--- src/fmp_pkg.sv ---
package fmp_pkg;
  localparam int EXP_BITS_DEF = 63;
  localparam int MOD_BITS_DEF = 31;
endpackage

--- src/fmp_modred.sv ---
// shared reducer: x mod m, one quotient bit per cycle, restoring
module fmp_modred #(
  parameter int MOD_BITS = fmp_pkg::MOD_BITS_DEF
) (
  input  logic                  clk,
  input  logic                  rst,
  input  logic                  start,
  input  logic [2*MOD_BITS:0]   x,
  input  logic [MOD_BITS-1:0]   m,
  output logic                  done,
  output logic [MOD_BITS-1:0]   r
);
  localparam int XW = 2 * MOD_BITS + 1;
  localparam int CW = $clog2(XW + 1);

  logic [XW-1:0]   sh;
  logic [MOD_BITS:0] rem;
  logic [CW-1:0]   cnt;
  logic            busy;
  logic [MOD_BITS+1:0] trial;
  logic [MOD_BITS:0] rem_next;

  always_comb begin
    trial = {rem, sh[XW-1]} - {2'b00, m};
    if (!trial[MOD_BITS+1]) rem_next = trial[MOD_BITS:0];
    else rem_next = {rem[MOD_BITS-1:0], sh[XW-1]};
  end

  always_ff @(posedge clk) begin
    if (rst) begin
      busy <= 1'b0;
      done <= 1'b0;
    end else begin
      done <= 1'b0;
      if (start) begin
        busy <= 1'b1;
        sh   <= x;
        rem  <= '0;
        cnt  <= CW'(XW);
      end else if (busy) begin
        rem <= rem_next;
        sh  <= {sh[XW-2:0], 1'b0};
        cnt <= cnt - 1'b1;
        if (cnt == CW'(1)) begin
          busy <= 1'b0;
          done <= 1'b1;
        end
      end
    end
  end

  assign r = rem[MOD_BITS-1:0];
endmodule

--- config.mk ---
export PLATFORM = sky130hd
export DESIGN_NAME = fmp_modred
export DESIGN_NICKNAME = d
export VERILOG_FILES = /design/src/fmp_pkg.sv /design/src/fmp_modred.sv
export SDC_FILE = /design/constraint.sdc
export NUM_CORES = 1
export LEC_CHECK = 0
export ABC_AREA = 1
export BUFFER_PORTS_ARGS = -buffer_cell sky130_fd_sc_hd__clkbuf_2
export CAP_MARGIN = 20
export CORE_MARGIN = 2
export CORE_UTILIZATION = 33
export CTS_BUF_LIST = sky130_fd_sc_hd__clkbuf_8
export DETAILED_ROUTE_END_ITERATION = 16
export GPL_TIMING_DRIVEN = 0
export PLACE_DENSITY = 0.63
export REMOVE_ABC_BUFFERS = 1
export SETUP_SLACK_MARGIN = 0.4
export SYNTH_ARGS = -nofsm -noshare
export SYNTH_HDL_FRONTEND = slang
export SYNTH_SLANG_ARGS = --single-unit
--- constraint.sdc ---
create_clock -name clk -period 9.5 [get_ports clk]
set_input_delay 0.475 -clock clk [delete_from_list [all_inputs] [get_ports clk]]
set_output_delay 0.475 -clock clk [all_outputs]
set_load 0.05 [all_outputs]
==> flow_metrics.env <==
export IMPL_cp_num_buf_inv=3
export IMPL_finalPower_uw=1290
export IMPL_worstSkewPairLatency_ns=0.39
export IMPL_clockBufferDepth=2
export IMPL_yosys_most_used_dff="edfxtp_1"
export IMPL_cts_root_buf="clkbuf_8"
export IMPL_gp_congestion=0.908
export IMPL_async_flop_share_pct=0
export IMPL_power_leakage_uw=0.00480
export IMPL_synth_top_area_share_pct=40.1
export IMPL_setup_violations=0
export IMPL_status="finished clean"
export IMPL_grt_max_degree=73
export IMPL_synth_edf_count=101
export IMPL_drv_slew=0
export IMPL_grt_overflow=0
export IMPL_hp_class="in -> reg"
export IMPL_final_hold_viol_count=0
export IMPL_core_area_mm2=0.0226
export IMPL_startpoint_type="flop"
export IMPL_cp_required_ns=9.66
export IMPL_diodes=0
export IMPL_tns_ns=0
export IMPL_postRouteAntennaNets=0
export IMPL_cts_resized_gates=0
export IMPL_synthCells=1091
export IMPL_path_max_fanout=17
export IMPL_synth_common_cells="nand2_1, inv_1, edfxtp_1, nor2_1, nand3_1"
export IMPL_syn_area_mm2=0.00756
export IMPL_setup_slack_ns=6.47
export IMPL_dp_hpwl_mm=14.3
export IMPL_grt_pass1_wl_mm=30.7
export IMPL_place_port_buffers=128
export IMPL_ys_seq_area_share_pct=40.7
export IMPL_critPathTopFamily="simple AND/OR/NAND/NOR gates"
export IMPL_path_cells="inv_1 -> ha_1 -> fa_1 -> inv_1 -> nand2_1 -> nand2_1 -> nand3_1 -> nand2_2 -> nand2_2 -> nand2_4 -> nand2_4 -> nand3_1 -> buf_16 -> nand2_1 -> nor2_1 -> nor2_1"
export IMPL_drt_pass1_iterations=5
export IMPL_fp_dieW_um=155
export IMPL_drc=0
export IMPL_die_area_mm2=0.0241
export IMPL_rsz0062_at_grt="no"
export IMPL_yosysWarnings=0
export IMPL_worst_slew_pin_slew_ns=0.809
export IMPL_wl_mm=18.4
export IMPL_maxSlewHeadroom_pct=45.9
export IMPL_cap_violations=0
export IMPL_yosysTopAreaCell="edfxtp_1"
export IMPL_fp_dieH_um=155
export IMPL_synth_cell_type_count=34
export IMPL_skew_ns=0.0136
export IMPL_cp_end_kind="flop"
export IMPL_cts_hold_buf=0
export IMPL_rows=55
export IMPL_post_place_ws_ns=6.29
export IMPL_antenna_found_initial=1
export IMPL_cpMaxStageDelayCell="nand3_1"
export IMPL_arrival_ns=3.19
export IMPL_cts_buffers_inserted=9
export IMPL_cts_max_level=3
export IMPL_clkTransAtPathRegs_ns=0.12
export IMPL_layout_drive_gt1_share_pct=15.6
export IMPL_first_global_vias=6344
export IMPL_synthToLayoutAreaGrowth_pct=13.6
export IMPL_vdd_ir_drop_max_uv=91.0
export IMPL_finalNetCount=1311
export IMPL_post_cts_buffers=0
export IMPL_yosysMostFrequentCell="nand2_1"
export IMPL_fin_crit_ns=3.03
export IMPL_initial_core_util_pct=33.5
export IMPL_cts_tree="done"
export IMPL_vias_per_cell=4.33
export IMPL_ios=129
export IMPL_dpl_instance_area_mm2=0.00838
export IMPL_max_stage_delay_ns=0.57
export IMPL_cellPowerDensity_mw_per_mm2=151
export IMPL_grtUsageTotal_pct=15.8
export IMPL_synth_area_leaders="edfxtp_1, nand2_1, inv_1"
export IMPL_crit_type="reg -> reg"
export IMPL_fmax_mhz=330
export IMPL_avgSynthCellArea_um2=6.93
export IMPL_cpMostUsedCell="nand2_1"
export IMPL_yosys_register_bits=103
export IMPL_finalCritPeriodShare_pct=31.9
export IMPL_fin_area_mm2=0.00858
export IMPL_drt_iter0_markers=248
export IMPL_vias=6368
export IMPL_wire_per_inst_um=12.5
export IMPL_clock_sinks=103
## stage by stage
stage / utilization (%) / instances / hold WS [ns]
final: 38.0 / 1470 / 0.305
after global routing: 38.0 / 1470 / 0.275
after CTS: 38.0 / 1470 / 0.277
after detailed placement: 37.1 / 1454 / 0.499
after global placement: 36.3 / 1446 / 0.438
after floorplan: - / 1033 / 0.421
## layer usage
layer  GRT usage (%)  part of all wire [%]
met5               0                 0.087
met4            2.97                   1.0
met3            4.09                   5.8
met2            26.5                    46
met1            20.6                    47
## kinds of logic after synthesis
family          share of synthesized area (%)
flops                                    40.7
buf+inv                                  14.7
simple gates                             34.9
xor+xnor                                 1.74
fa+ha+maj                                5.73
compound gates                           2.25
## area by class of cell
type,count,area [um2]
Clock buffer,9,124
Clock inverter,7,80.1
Fill cell,2449,14000
Inverter,198,746
Multi-Input combinational cell,732,3380
Sequential cell,103,3070
Tap cell,285,357
Timing Repair Buffer,136,823
## path summary, 6_finish.rpt
check | start | end | slack, ns | cells after the start
max | sh[62] | rem[2] | 6.47 | 16
min | rst | done | 0.31 | 2
max reg2reg | sh[62] | rem[2] | 6.47 | 16
min reg2reg | sh[40] | sh[41] | 0.52 | 2
## where the power goes
group          total [uW]  internal, uW  switching (uW)
combinational         423           141             282
clock                 309           126             183
sequential            562           545            17.1
total                1290           812             482
## sequential cells by signal, summed over array words and instances (netlist names)
signal	count
busy	1
cnt	6
done	1
rem	32
sh	63
## layout by cell type (no fill, tap or decap)
master | Yosys | final
a21o_1 | 1 | 1
a21oi_1 | 22 | 21
a21oi_2 | 1 | 1
a21oi_4 | 1 | 2
and2_1 | 2 | 2
and3_1 | 1 | 1
buf_12 | 1 | 5
buf_16 | 0 | 3
bufinv_16 | 0 | 1
clkbuf_2 | 0 | 128
clkbuf_8 | 0 | 9
clkinv_1 | 1 | 1
clkinvlp_4 | 0 | 2
dfxtp_1 | 2 | 2
edfxtp_1 | 101 | 101
fa_1 | 1 | 1
ha_1 | 33 | 33
inv_1 | 192 | 193
inv_2 | 5 | 4
inv_4 | 0 | 1
inv_6 | 0 | 1
inv_8 | 0 | 2
nand2_1 | 472 | 472
nand2_2 | 5 | 5
nand2_4 | 5 | 5
nand3_1 | 57 | 57
nand3_2 | 1 | 1
nor2_1 | 90 | 90
nor2_2 | 14 | 14
nor3_1 | 3 | 3
nor3_2 | 1 | 1
nor4_1 | 1 | 1
o21a_1 | 1 | 1
o21ai_0 | 4 | 4
or2_1 | 1 | 1
xnor2_1 | 1 | 1
xor2_1 | 14 | 14
Note: power is estimated with default switching activity, not from simulation.
